===== src/sv/lrrp_pkg.sv =====
`default_nettype none
// ----------------------------------------------------------------------------
// lrrp_pkg
// Shared types, token codes and register indexes of the location report parser.
// ----------------------------------------------------------------------------
package lrrp_pkg;

	// token codes
	localparam logic [7:0] TOK_LEN       = 8'h0D;
	localparam logic [7:0] TOK_CIRCLE_A  = 8'h51;
	localparam logic [7:0] TOK_CIRCLE_B  = 8'h54;
	localparam logic [7:0] TOK_CIRCLE_C  = 8'h55;
	localparam logic [7:0] TOK_TIME_A    = 8'h34;
	localparam logic [7:0] TOK_TIME_B    = 8'h35;
	localparam logic [7:0] TOK_POINT2D   = 8'h66;
	localparam logic [7:0] TOK_POINT3D_A = 8'h69;
	localparam logic [7:0] TOK_POINT3D_B = 8'h6A;
	localparam logic [7:0] TOK_VERSION   = 8'h36;
	localparam logic [7:0] TOK_SPEED_A   = 8'h70;
	localparam logic [7:0] TOK_SPEED_B   = 8'h6C;
	localparam logic [7:0] TOK_HEADING   = 8'h56;

	localparam int OPS_DEPTH  = 10;
	localparam int CFG_IDX_W  = 2;
	localparam int CFG_DATA_W = 14;

	// configuration register indexes
	localparam logic [CFG_IDX_W-1:0] CFG_CONF_THRESHOLD = 2'd0;
	localparam logic [CFG_IDX_W-1:0] CFG_MIN_YEAR       = 2'd1;
	localparam logic [CFG_IDX_W-1:0] CFG_MAX_YEAR       = 2'd2;

	localparam logic [3:0]  RST_CONF_THRESHOLD = 4'd3;
	localparam logic [13:0] RST_MIN_YEAR       = 14'd2000;
	localparam logic [13:0] RST_MAX_YEAR       = 14'd2025;

	typedef struct packed {
		logic [3:0]  conf_threshold;
		logic [13:0] min_year;
		logic [13:0] max_year;
	} cfg_t;

	typedef struct packed {
		logic        report_valid;
		logic [7:0]  message_length;
		logic [3:0]  confidence;
		logic [39:0] timestamp;
		logic [31:0] latitude_raw;
		logic [31:0] longitude_raw;
		logic [15:0] radius;
		logic [7:0]  altitude;
		logic [15:0] speed_raw;
		logic        speed_valid;
		logic [8:0]  heading;
		logic        heading_valid;
	} report_t;

	// number of operand bytes that follow a token
	function automatic logic [3:0] operand_need(input logic [7:0] tok);
		logic [3:0] n;
		case (tok) inside
			TOK_LEN:                                   n = 4'd3;
			TOK_CIRCLE_A, TOK_CIRCLE_B, TOK_CIRCLE_C:  n = 4'd10;
			TOK_TIME_A, TOK_TIME_B:                    n = 4'd5;
			TOK_POINT2D:                               n = 4'd8;
			TOK_POINT3D_A, TOK_POINT3D_B:              n = 4'd9;
			TOK_VERSION, TOK_HEADING:                  n = 4'd1;
			TOK_SPEED_A, TOK_SPEED_B:                  n = 4'd2;
			default:                                   n = 4'd0;
		endcase
		return n;
	endfunction

endpackage
`default_nettype wire


===== src/sv/lrrp_byte_if.sv =====
`default_nettype none
// ----------------------------------------------------------------------------
// lrrp_byte_if
// Payload byte channel: one report byte per transaction with the addresses.
// ----------------------------------------------------------------------------
interface lrrp_byte_if;
	logic        valid;
	logic        ready;
	logic [7:0]  data_byte;
	logic        last_byte;
	logic [23:0] source_address;
	logic [23:0] dest_address;

	modport source (output valid, data_byte, last_byte, source_address, dest_address,
		input ready);
	modport sink (input valid, data_byte, last_byte, source_address, dest_address,
		output ready);
endinterface
`default_nettype wire


===== src/sv/lrrp_report_if.sv =====
`default_nettype none
// ----------------------------------------------------------------------------
// lrrp_report_if
// Report channel: one decoded location report per transaction.
// ----------------------------------------------------------------------------
interface lrrp_report_if;
	logic        valid;
	logic        ready;
	logic        report_valid;
	logic [7:0]  message_length;
	logic [3:0]  confidence;
	logic [39:0] timestamp;
	logic [31:0] latitude_raw;
	logic [31:0] longitude_raw;
	logic [15:0] radius;
	logic [7:0]  altitude;
	logic [15:0] speed_raw;
	logic        speed_valid;
	logic [8:0]  heading;
	logic        heading_valid;

	modport source (output valid, report_valid, message_length, confidence, timestamp,
		latitude_raw, longitude_raw, radius, altitude, speed_raw, speed_valid, heading,
		heading_valid, input ready);
	modport sink (input valid, report_valid, message_length, confidence, timestamp,
		latitude_raw, longitude_raw, radius, altitude, speed_raw, speed_valid, heading,
		heading_valid, output ready);
endinterface
`default_nettype wire


===== src/sv/lrrp_cfg_regs.sv =====
`default_nettype none
// ----------------------------------------------------------------------------
// lrrp_cfg_regs
// Configuration registers: threshold and year window, written by index.
// ----------------------------------------------------------------------------
module lrrp_cfg_regs (
	input  logic                             clk,
	input  logic                             arst_n,
	input  logic                             wr_en,
	input  logic [lrrp_pkg::CFG_IDX_W-1:0]   wr_index,
	input  logic [lrrp_pkg::CFG_DATA_W-1:0]  wr_data,
	output lrrp_pkg::cfg_t                   cfg
);
	import lrrp_pkg::*;

	cfg_t cfg_q;

	always_ff @(posedge clk or negedge arst_n) begin
		if (!arst_n) begin
			cfg_q.conf_threshold <= RST_CONF_THRESHOLD;
			cfg_q.min_year       <= RST_MIN_YEAR;
			cfg_q.max_year       <= RST_MAX_YEAR;
		end else if (wr_en) begin
			case (wr_index)
				CFG_CONF_THRESHOLD: cfg_q.conf_threshold <= wr_data[3:0];
				CFG_MIN_YEAR:       cfg_q.min_year       <= wr_data[13:0];
				CFG_MAX_YEAR:       cfg_q.max_year       <= wr_data[13:0];
				default:            ;
			endcase
		end
	end

	assign cfg = cfg_q;
endmodule
`default_nettype wire


===== src/sv/lrrp_parse_core.sv =====
`default_nettype none
// ----------------------------------------------------------------------------
// lrrp_parse_core
// Input register, token state and operand decode for one byte per cycle unless a last byte stalls.
// ----------------------------------------------------------------------------
module lrrp_parse_core (
	input  logic              clk,
	input  logic              arst_n,
	lrrp_byte_if.sink         payload,
	input  lrrp_pkg::cfg_t    cfg,
	input  logic              res_room,
	output logic              res_valid,
	output lrrp_pkg::report_t res
);
	import lrrp_pkg::*;

	// input register
	logic        valid_s1;
	logic [7:0]  data_s1;
	logic        last_s1;
	logic [23:0] src_s1;
	logic [23:0] dst_s1;
	logic        fire;

	// parser state
	logic        first_q;
	logic [3:0]  skip_q;
	logic [7:0]  pend_q;
	logic [7:0]  len_q;
	logic [3:0]  conf_q;
	logic [39:0] time_q;
	logic [31:0] lat_q;
	logic [31:0] lon_q;
	logic [15:0] rad_q;
	logic [7:0]  alt_q;
	logic [15:0] spd_q;
	logic        spd_seen_q;
	logic [8:0]  hdg_q;
	logic        hdg_seen_q;
	logic [7:0]  ops_q [OPS_DEPTH];

	logic [3:0]  skip_n;
	logic [7:0]  pend_n;
	logic [7:0]  len_n;
	logic [3:0]  conf_n;
	logic [39:0] time_n;
	logic [31:0] lat_n;
	logic [31:0] lon_n;
	logic [15:0] rad_n;
	logic [7:0]  alt_n;
	logic [15:0] spd_n;
	logic        spd_seen_n;
	logic [8:0]  hdg_n;
	logic        hdg_seen_n;

	logic        skipping;
	logic [3:0]  need;
	logic [3:0]  idx;
	logic [7:0]  ops [OPS_DEPTH];
	logic [31:0] word0;
	logic [31:0] word1;
	logic [13:0] yr;
	logic        add_src;
	logic        add_dst;
	logic        add_len;
	logic        add_dec;
	logic        tok_ok;
	logic [2:0]  inc;
	logic [4:0]  conf_sum;

	assign fire          = valid_s1 && (!last_s1 || res_room);
	assign payload.ready = !valid_s1 || fire;

	always_ff @(posedge clk or negedge arst_n) begin
		if (!arst_n) begin
			valid_s1 <= 1'b0;
		end else if (payload.ready) begin
			valid_s1 <= payload.valid;
		end
	end

	always_ff @(posedge clk) begin
		if (payload.valid && payload.ready) begin
			data_s1 <= payload.data_byte;
			last_s1 <= payload.last_byte;
			src_s1  <= payload.source_address;
			dst_s1  <= payload.dest_address;
		end
	end

	assign skipping = skip_q != 4'd0;
	assign need     = operand_need(pend_q);
	assign idx      = (need >= skip_q) ? need - skip_q : 4'd0;

	// operand bytes as seen after this byte is stored
	always_comb begin
		for (int i = 0; i < OPS_DEPTH; i++) begin
			ops[i] = (skipping && idx == 4'(i)) ? data_s1 : ops_q[i];
		end
	end

	assign word0 = {ops[0], ops[1], ops[2], ops[3]};
	assign word1 = {ops[4], ops[5], ops[6], ops[7]};
	assign yr    = {ops[0], ops[1][7:2]};

	always_comb begin
		skip_n     = skip_q;
		pend_n     = pend_q;
		len_n      = len_q;
		time_n     = time_q;
		lat_n      = lat_q;
		lon_n      = lon_q;
		rad_n      = rad_q;
		alt_n      = alt_q;
		spd_n      = spd_q;
		spd_seen_n = spd_seen_q;
		hdg_n      = hdg_q;
		hdg_seen_n = hdg_seen_q;
		add_src    = first_q && (src_s1 != 24'd0);
		add_dst    = first_q && (dst_s1 != 24'd0);
		add_len    = 1'b0;
		add_dec    = 1'b0;
		tok_ok     = 1'b0;

		if (skipping) begin
			if (pend_q == TOK_LEN && idx == 4'd0) begin
				len_n   = data_s1;
				add_len = 1'b1;
			end
			skip_n = skip_q - 4'd1;
			if (skip_q == 4'd1) begin
				pend_n = 8'd0;
				case (pend_q) inside
					TOK_CIRCLE_A, TOK_CIRCLE_B, TOK_CIRCLE_C,
					TOK_POINT3D_A, TOK_POINT3D_B: begin
						lat_n = word0;
						lon_n = word1;
						if (pend_q == TOK_POINT3D_A || pend_q == TOK_POINT3D_B) begin
							alt_n = ops[8];
						end else begin
							rad_n = {ops[8], ops[9]};
						end
						if (word0 != 32'd0 && word1 != 32'd0) begin
							add_dec = 1'b1;
						end else begin
							lat_n = 32'd0;
						end
					end
					TOK_POINT2D: begin
						lat_n   = word0;
						lon_n   = word1;
						add_dec = 1'b1;
					end
					TOK_TIME_A, TOK_TIME_B: begin
						add_dec = (yr > cfg.min_year) &&
							({1'b0, yr} <= {1'b0, cfg.max_year} + 15'd1);
						if (yr > cfg.max_year || yr < cfg.min_year) begin
							time_n = 40'd0;
						end else begin
							time_n = {yr, ops[1][1:0], ops[2][7:6], ops[2][5:1],
								ops[2][0], ops[3][7:4], ops[3][3:0], ops[4][7:6],
								ops[4][5:0]};
						end
					end
					TOK_SPEED_A, TOK_SPEED_B: begin
						spd_n      = {ops[0], ops[1]};
						spd_seen_n = 1'b1;
						add_dec    = 1'b1;
					end
					TOK_HEADING: begin
						hdg_n      = {ops[0], 1'b0};
						hdg_seen_n = 1'b1;
						add_dec    = 1'b1;
					end
					default: ;
				endcase
			end
		end else begin
			case (data_s1) inside
				TOK_LEN: tok_ok = first_q;
				TOK_CIRCLE_A, TOK_CIRCLE_B, TOK_CIRCLE_C,
				TOK_POINT2D, TOK_POINT3D_A, TOK_POINT3D_B:
					tok_ok = (len_q != 8'd0) && (lat_q == 32'd0);
				TOK_TIME_A, TOK_TIME_B:
					tok_ok = (len_q != 8'd0) && (time_q[39:26] == 14'd0);
				TOK_VERSION: tok_ok = 1'b1;
				TOK_SPEED_A, TOK_SPEED_B: tok_ok = (len_q != 8'd0) && !spd_seen_q;
				TOK_HEADING: tok_ok = (len_q != 8'd0) && !hdg_seen_q;
				default: tok_ok = 1'b0;
			endcase
			if (tok_ok) begin
				pend_n = data_s1;
				skip_n = operand_need(data_s1);
			end
		end

		inc      = {2'b00, add_src} + {2'b00, add_dst} + {2'b00, add_len} + {2'b00, add_dec};
		conf_sum = {1'b0, conf_q} + {2'b00, inc};
		conf_n   = (conf_sum > 5'd15) ? 4'hF : conf_sum[3:0];
	end

	always_comb begin
		res.report_valid   = (len_n != 8'd0) && (conf_n >= cfg.conf_threshold);
		res.message_length = len_n;
		res.confidence     = conf_n;
		res.timestamp      = time_n;
		res.latitude_raw   = lat_n;
		res.longitude_raw  = lon_n;
		res.radius         = rad_n;
		res.altitude       = alt_n;
		res.speed_raw      = spd_n;
		res.speed_valid    = spd_seen_n;
		res.heading        = hdg_n;
		res.heading_valid  = hdg_seen_n;
	end

	assign res_valid = fire && last_s1;

	always_ff @(posedge clk or negedge arst_n) begin
		if (!arst_n) begin
			first_q    <= 1'b1;
			skip_q     <= 4'd0;
			pend_q     <= 8'd0;
			len_q      <= 8'd0;
			conf_q     <= 4'd0;
			time_q     <= 40'd0;
			lat_q      <= 32'd0;
			lon_q      <= 32'd0;
			rad_q      <= 16'd0;
			alt_q      <= 8'd0;
			spd_q      <= 16'd0;
			spd_seen_q <= 1'b0;
			hdg_q      <= 9'd0;
			hdg_seen_q <= 1'b0;
		end else if (fire) begin
			if (last_s1) begin
				// report goes out, start over for the next one
				first_q    <= 1'b1;
				skip_q     <= 4'd0;
				pend_q     <= 8'd0;
				len_q      <= 8'd0;
				conf_q     <= 4'd0;
				time_q     <= 40'd0;
				lat_q      <= 32'd0;
				lon_q      <= 32'd0;
				rad_q      <= 16'd0;
				alt_q      <= 8'd0;
				spd_q      <= 16'd0;
				spd_seen_q <= 1'b0;
				hdg_q      <= 9'd0;
				hdg_seen_q <= 1'b0;
			end else begin
				first_q    <= 1'b0;
				skip_q     <= skip_n;
				pend_q     <= pend_n;
				len_q      <= len_n;
				conf_q     <= conf_n;
				time_q     <= time_n;
				lat_q      <= lat_n;
				lon_q      <= lon_n;
				rad_q      <= rad_n;
				alt_q      <= alt_n;
				spd_q      <= spd_n;
				spd_seen_q <= spd_seen_n;
				hdg_q      <= hdg_n;
				hdg_seen_q <= hdg_seen_n;
			end
		end
	end

	always_ff @(posedge clk) begin
		for (int i = 0; i < OPS_DEPTH; i++) begin
			if (fire && skipping && idx == 4'(i)) begin
				ops_q[i] <= data_s1;
			end
		end
	end
endmodule
`default_nettype wire


===== src/sv/lrrp_out_reg.sv =====
`default_nettype none
// ----------------------------------------------------------------------------
// lrrp_out_reg
// Result register: holds one finished report until the sink takes it.
// ----------------------------------------------------------------------------
module lrrp_out_reg (
	input  logic              clk,
	input  logic              arst_n,
	input  logic              res_valid,
	input  lrrp_pkg::report_t res,
	output logic              res_room,
	lrrp_report_if.source     report
);
	import lrrp_pkg::*;

	logic    valid_q;
	report_t data_q;

	assign res_room = !valid_q || report.ready;

	always_ff @(posedge clk or negedge arst_n) begin
		if (!arst_n) begin
			valid_q <= 1'b0;
		end else if (res_valid) begin
			valid_q <= 1'b1;
		end else if (report.ready) begin
			valid_q <= 1'b0;
		end
	end

	always_ff @(posedge clk) begin
		if (res_valid) begin
			data_q <= res;
		end
	end

	assign report.valid          = valid_q;
	assign report.report_valid   = data_q.report_valid;
	assign report.message_length = data_q.message_length;
	assign report.confidence     = data_q.confidence;
	assign report.timestamp      = data_q.timestamp;
	assign report.latitude_raw   = data_q.latitude_raw;
	assign report.longitude_raw  = data_q.longitude_raw;
	assign report.radius         = data_q.radius;
	assign report.altitude       = data_q.altitude;
	assign report.speed_raw      = data_q.speed_raw;
	assign report.speed_valid    = data_q.speed_valid;
	assign report.heading        = data_q.heading;
	assign report.heading_valid  = data_q.heading_valid;
endmodule
`default_nettype wire


===== src/sv/lrrp_location_token_parser_top.sv =====
`default_nettype none
// ----------------------------------------------------------------------------
// lrrp_location_token_parser_top
// Location report token parser: one payload byte in, one report per message.
// ----------------------------------------------------------------------------
// The block takes one payload byte per cycle, sustained except while a last
// byte stalls. A byte passes an input register, then updates the token state
// and operand decode; the byte flagged last loads the result register, which
// offers the report until the sink takes it. The result register holds one
// report, and bytes that are not last keep flowing while it waits; only a
// last byte stalls, and then only while the previous report is still untaken.
// Configuration registers are written through cfg_wr_en / cfg_index / cfg_data.
module lrrp_location_token_parser_top (
	input  logic                             clk,
	input  logic                             arst_n,
	input  logic                             cfg_wr_en,
	input  logic [lrrp_pkg::CFG_IDX_W-1:0]   cfg_index,
	input  logic [lrrp_pkg::CFG_DATA_W-1:0]  cfg_data,
	lrrp_byte_if.sink                        payload,
	lrrp_report_if.source                    report
);
	import lrrp_pkg::*;

	cfg_t    cfg;
	logic    res_valid;
	logic    res_room;
	report_t res;

	lrrp_cfg_regs u_cfg (
		.clk      (clk),
		.arst_n   (arst_n),
		.wr_en    (cfg_wr_en),
		.wr_index (cfg_index),
		.wr_data  (cfg_data),
		.cfg      (cfg)
	);

	lrrp_parse_core u_core (
		.clk       (clk),
		.arst_n    (arst_n),
		.payload   (payload),
		.cfg       (cfg),
		.res_room  (res_room),
		.res_valid (res_valid),
		.res       (res)
	);

	lrrp_out_reg u_out (
		.clk       (clk),
		.arst_n    (arst_n),
		.res_valid (res_valid),
		.res       (res),
		.res_room  (res_room),
		.report    (report)
	);

	// a new report never overwrites one still waiting
	assert property (@(posedge clk) disable iff (!arst_n)
		res_valid |-> (!report.valid || report.ready))
		else $error("report overwritten while waiting");

	assert property (@(posedge clk) disable iff (!arst_n)
		(report.valid && report.report_valid) |-> (report.message_length != 8'd0))
		else $error("valid report without length");

	assert property (@(posedge clk) disable iff (!arst_n)
		report.valid |-> (report.heading[0] == 1'b0))
		else $error("odd heading");

	assert property (@(posedge clk) disable iff (!arst_n)
		(report.valid && !report.speed_valid) |-> (report.speed_raw == 16'd0))
		else $error("speed value without speed token");
endmodule
`default_nettype wire

===== src/flat_wrapper.sv =====
// flat-port wrapper written by rule: the top's interface ports become plain ports
module lrrp_location_token_parser_top_flat import lrrp_pkg::*;
  (clk, arst_n, cfg_wr_en, cfg_index, cfg_data, payload_valid, payload_data_byte, payload_last_byte, payload_source_address, payload_dest_address, payload_ready, report_valid, report_report_valid, report_message_length, report_confidence, report_timestamp, report_latitude_raw, report_longitude_raw, report_radius, report_altitude, report_speed_raw, report_speed_valid, report_heading, report_heading_valid, report_ready);
  lrrp_byte_if payload_i ();
  lrrp_report_if report_i ();
  input  logic clk;
  input  logic arst_n;
  input  logic cfg_wr_en;
  input  logic [lrrp_pkg::CFG_IDX_W-1:0] cfg_index;
  input  logic [lrrp_pkg::CFG_DATA_W-1:0] cfg_data;
  input wire logic [$bits(payload_i.valid)-1:0] payload_valid;
  input wire logic [$bits(payload_i.data_byte)-1:0] payload_data_byte;
  input wire logic [$bits(payload_i.last_byte)-1:0] payload_last_byte;
  input wire logic [$bits(payload_i.source_address)-1:0] payload_source_address;
  input wire logic [$bits(payload_i.dest_address)-1:0] payload_dest_address;
  output wire logic [$bits(payload_i.ready)-1:0] payload_ready;
  output wire logic [$bits(report_i.valid)-1:0] report_valid;
  output wire logic [$bits(report_i.report_valid)-1:0] report_report_valid;
  output wire logic [$bits(report_i.message_length)-1:0] report_message_length;
  output wire logic [$bits(report_i.confidence)-1:0] report_confidence;
  output wire logic [$bits(report_i.timestamp)-1:0] report_timestamp;
  output wire logic [$bits(report_i.latitude_raw)-1:0] report_latitude_raw;
  output wire logic [$bits(report_i.longitude_raw)-1:0] report_longitude_raw;
  output wire logic [$bits(report_i.radius)-1:0] report_radius;
  output wire logic [$bits(report_i.altitude)-1:0] report_altitude;
  output wire logic [$bits(report_i.speed_raw)-1:0] report_speed_raw;
  output wire logic [$bits(report_i.speed_valid)-1:0] report_speed_valid;
  output wire logic [$bits(report_i.heading)-1:0] report_heading;
  output wire logic [$bits(report_i.heading_valid)-1:0] report_heading_valid;
  input wire logic [$bits(report_i.ready)-1:0] report_ready;
  assign payload_i.valid = payload_valid;
  assign payload_i.data_byte = payload_data_byte;
  assign payload_i.last_byte = payload_last_byte;
  assign payload_i.source_address = payload_source_address;
  assign payload_i.dest_address = payload_dest_address;
  assign payload_ready = payload_i.ready;
  assign report_valid = report_i.valid;
  assign report_report_valid = report_i.report_valid;
  assign report_message_length = report_i.message_length;
  assign report_confidence = report_i.confidence;
  assign report_timestamp = report_i.timestamp;
  assign report_latitude_raw = report_i.latitude_raw;
  assign report_longitude_raw = report_i.longitude_raw;
  assign report_radius = report_i.radius;
  assign report_altitude = report_i.altitude;
  assign report_speed_raw = report_i.speed_raw;
  assign report_speed_valid = report_i.speed_valid;
  assign report_heading = report_i.heading;
  assign report_heading_valid = report_i.heading_valid;
  assign report_i.ready = report_ready;
  lrrp_location_token_parser_top u_core (.clk(clk), .arst_n(arst_n), .cfg_wr_en(cfg_wr_en), .cfg_index(cfg_index), .cfg_data(cfg_data), .payload(payload_i), .report(report_i));
endmodule

===== config.mk =====
export PLATFORM = sky130hd
export DESIGN_NAME = lrrp_location_token_parser_top_flat
export DESIGN_NICKNAME = d
export VERILOG_FILES = /design/src/sv/lrrp_pkg.sv /design/src/sv/lrrp_byte_if.sv /design/src/sv/lrrp_report_if.sv /design/src/sv/lrrp_cfg_regs.sv /design/src/sv/lrrp_parse_core.sv /design/src/sv/lrrp_out_reg.sv /design/src/sv/lrrp_location_token_parser_top.sv /design/src/flat_wrapper.sv
export SDC_FILE = /design/constraint.sdc
export NUM_CORES = 1
export LEC_CHECK = 0
export BUFFER_PORTS_ARGS = -buffer_cell sky130_fd_sc_hd__buf_2
export CELL_PAD_IN_SITES_DETAIL_PLACEMENT = 1
export CELL_PAD_IN_SITES_GLOBAL_PLACEMENT = 1
export CORE_MARGIN = 3
export CORE_UTILIZATION = 43
export CTS_CLUSTER_SIZE = 40
export DETAILED_ROUTE_END_ITERATION = 16
export PLACE_DENSITY_LB_ADDON = 0.2
export SYNTH_ARGS = -nofsm -noshare
export SYNTH_HDL_FRONTEND = slang
export SYNTH_SLANG_ARGS = --single-unit

===== constraint.sdc =====
create_clock -name clk -period 7.1 [get_ports clk]
set_input_delay 1.065 -clock clk [delete_from_list [all_inputs] [get_ports clk]]
set_output_delay 1.065 -clock clk [all_outputs]
set_load 0.05 [all_outputs]

==> results by group <==
Die
  • Die Span Y: 239 um
  • IO Pins: 248
  • Initial core utilization: 0.440
  • # rows: 84
  • Die Wd: 239 um
  • Die ar.: around 57,000 um^2
  • Core Footprint: 53,200 um^2

Global routing
  • Vias in the first global route: between 15,000 and 20,000
  • Antenna violations before repair: 0
  • First-pass GRT wire length: 106,000 um
  • Largest net degree at the start of global routing: 127
  • GR Overflow Total: 0
  • GRT Util Overall: 0.237

Power and ir drop
  • Sequential share of power: 0.392
  • Maximum VDD drop: 198 uV
  • Leakage power: 11.5 nW
  • Clk network pwr share: 0.321
  • Pint: 6.10 mW
  • Sw Share: 0.326
  • Power per cell area: 323 nW/um^2
  • Total power draw: 9.05 mW
  • Sw Pwr: 2.95 mW
  • Combinational Power Share: 0.286

Place
  • # port buffers: 247
  • Gpl congestion: 0.864
  • Pre-CTS WS: -250 ps
  • HPWL after DPL: around 47,000 um

CTS
  • Root buf cell: clkbuf_16
  • Worst-path clk slew: 60 ps
  • Num Clock Sinks: about 520
  • Skew-Pair Late Insertion Delay: roughly 630 ps
  • Total clock buffers created by CTS: 54
  • H-tree Lvls: 2
  • Max clock buf depth: 3
  • CTS tree: done

Timing
  • Final Max Tran Viols: 0
  • Final Hold Vio Count: 0
  • Worst-margin pin slew: 1340 ps
  • F_max: 0.145 GHz
  • Final WS setup: 193 ps
  • Total negative setup slack: 0 ps
  • Skew final: 31.2 ps
  • Final min period: slightly below 7000 ps
  • Relative slew margins: 0.103
  • Final hold slack: 409 ps
  • Fin crit share: 0.973
  • Setup-failing EPs final: 0

Critical path
  • Arr. time, crit path: approximately 7300 ps
  • Slowest stage delay, CP: around 440 ps
  • Crit path kind: flip-flop to flip-flop
  • Max FO, Critical Path: 4
  • Crit path capture type: flip-flop
  • CP Launch Type: flip-flop
  • Req. time, crit path: 7440 ps
  • Worst path most repeated cell: fa_2
  • CP max stage cell: fa_2

Synth
  • Avg Synthesized Cell Area: 12.0 um^2
  • Synth Register Bits: 519
  • Number of synthesized flops with an enable pin: 305
  • Yosys cell types: 87
  • Synthesized cell area: 23,400 um^2
  • Post-Synthesis Cells: 1,944
  • Post-synthesis compound-gate area fraction: 0.136
  • Synth area leader: edfxtp_1
  • Share of synthesized cell area in full adder, half adder and majority cells: 0.0263
  • Commonest register cell after synthesis: edfxtp_1
  • Yosys warns: 0
  • Simple-gate share of the synthesized area: 0.114
  • Register area share after synthesis: 0.622
  • Share of async-settable or async-resettable flops after synthesis: 0.412
  • Post-synthesis mux area share: 0.0562
  • Top cell type's share of synthesized area: 0.392
  • Main combinational cell family by area after synthesis: compound AO/OA/AOI/OAI gates
  • Net Count, Synth: 2,068
  • Xor/xnor share of the synthesized area: 0.00894
  • Synth top area cells: edfxtp_1 (39%), dfrtp_1 (21%), nand2_1 (4.2%), mux2i_1 (3.6%), a22o_1 (3.0%)

Routing
  • First drt pass iteration count: 5
  • Drt total wl: 69,400 um
  • Initial detailed-routing violation count: 1,317
  • Via count: around 17,000
  • Avg Vias per Cell: 5.78
  • Antenna viol nets, final: 0
  • Wire length per cell: about 23 um
  • Drc violations: 0

Layout
  • Commonest non-fill, non-tap cells in the layout: edfxtp_1 (305), nand2_1 (262), buf_2 (246), dfrtp_1 (195), o21ai_0 (127)
  • Share of cells above drive strength 1: 0.245
  • Commonest non-fill, non-tap cell in the layout: edfxtp_1
  • Number of diodes: 0
  • Area growth from synthesis to layout: 19.7%
  • Utilization after layout: 0.526
  • Nets: about 2,300

Min path
  • HP Class: primary input to async pin

Run status
  • Status: complete, no violations

Flow run
  • Max-cap violations: 0
## Yosys cell counts (6+ instances only)
cell type / number
a211oi_1: 8
a21o_1: 12
a21oi_1: 33
a22o_1: 81
a31oi_1: 12
and2_1: 6
and3_1: 8
buf_1: 7
buf_2: 12
buf_4: 8
clkbuf_1: 90
dfrtp_1: 197
dfstp_2: 17
edfxtp_1: 305
ha_1: 42
inv_1: 92
mux2_2: 35
mux2i_1: 84
nand2_1: 264
nand2b_1: 21
nand3_1: 29
nand3b_1: 9
nand4_1: 18
nor2_1: 59
nor3_1: 29
nor4_1: 51
o2111ai_1: 8
o21ai_0: 130
o21ai_1: 45
o22ai_1: 22
o31ai_1: 70
or3_1: 11
or4_1: 9
xnor2_1: 18
## logic make-up after synthesis
group | after synthesis
AND/OR/NAND/NOR | 548
flip-flops | 519
AO/OA/AOI/OAI | 471
buffers and inverters | 213
multiplexers | 123
adder cells (fa/ha/maj) | 47
XOR/XNOR | 23
## layout make-up
type | instances | area, um^2
Inverter | 93 | 354
Clock buffer | 76 | 1570
Multi-Input combinational cell | 1212 | 8360
Clock inverter | 26 | 278
Timing Repair Buffer | 343 | 2030
Fill cell | 5529 | 25200
Tap cell | 688 | 861
Sequential cell | 519 | 14500
## path summary, 6_finish.rpt
path,cells past startpoint,slack [ps],end,from
worst max-delay path,31,190,u_core.u_out.report.report_valid,u_core.u_core.pend_q[7]
worst min-delay path,1,410,u_core.u_core.lat_q[21],arst_n
worst max register to register,31,190,u_core.u_out.report.report_valid,u_core.u_core.pend_q[7]
worst min register to register,2,480,u_core.u_core.time_q[6],u_core.u_core.time_q[6]
max in group asynchronous,2,5450,u_core.u_core.lon_q[3],arst_n
min in group clk,2,480,u_core.u_core.time_q[6],u_core.u_core.time_q[6]
## per-layer routing
layer,track usage,vias up,routed length [um]
met5,0,-,0
met4,0.0480,0,1090
met3,0.0362,74,3430
met2,0.406,429,34500
met1,0.324,8810,30400
li1,-,7791,-
## power groups by stage
| stage | clock, mW | combinational (mW) | sequential (mW) |
|---|---|---|---|
| finish | 2.91 | 2.59 | 3.55 |
| floorplan | 0 | 1.29 | 3.70 |
| global placement | 0 | 2.18 | 3.59 |
| detailed placement | 0 | 2.25 | 3.60 |
| CTS | 2.97 | 2.32 | 3.54 |
| global route | 3.09 | 2.80 | 3.57 |
## flip-flops by register name, summed over array words and instances (netlist names), 8 cells and up
signal,cells
u_core.u_core.rad_q,16
u_core.u_out.report.timestamp,40
u_core.u_core.lat_q,32
u_core.u_core.time_q,40
u_core.u_core.lon_q,32
u_core.u_core.ops_q,80
u_core.u_core.data_s1,8
u_core.u_core.dst_s1,24
u_core.u_cfg.cfg,32
u_core.u_out.report.latitude_raw,32
u_core.u_out.report.heading,9
u_core.u_core.pend_q,8
u_core.u_core.src_s1,24
u_core.u_out.report.message_length,8
u_core.u_core.len_q,8
u_core.u_core.hdg_q,9
u_core.u_out.report.speed_raw,16
u_core.u_core.alt_q,8
u_core.u_out.report.radius,16
u_core.u_core.spd_q,16
u_core.u_out.report.longitude_raw,32
u_core.u_out.report.altitude,8
## timing repair
item                                    4_1_cts  5_1_grt
setup buffers                                 2       13
resized for setup                             6       52
hold buffers                                  0        0
gates cloned                                  0        1
pin swaps                                     4       12
endpoints found under the setup margin        1        1
## through the flow
step	cells	area (um^2)
floorplan	1944	23400
global placement	2839	25700
detailed placement	2839	25700
CTS	2943	27600
global route	2957	28000
finish	2957	28000
## critical path: cells and delay by family (launching register included)
kind,cells,cell delay [ps]
AOI/OAI and AO/OA,14,2380
xor gates and xnor gates,1,190
adders and majority gates,6,1990
buffers and inverters,6,760
DFF,1,380
muxes,1,210
and+or+nand+nor,3,730
(Power assumes the default switching activity.)
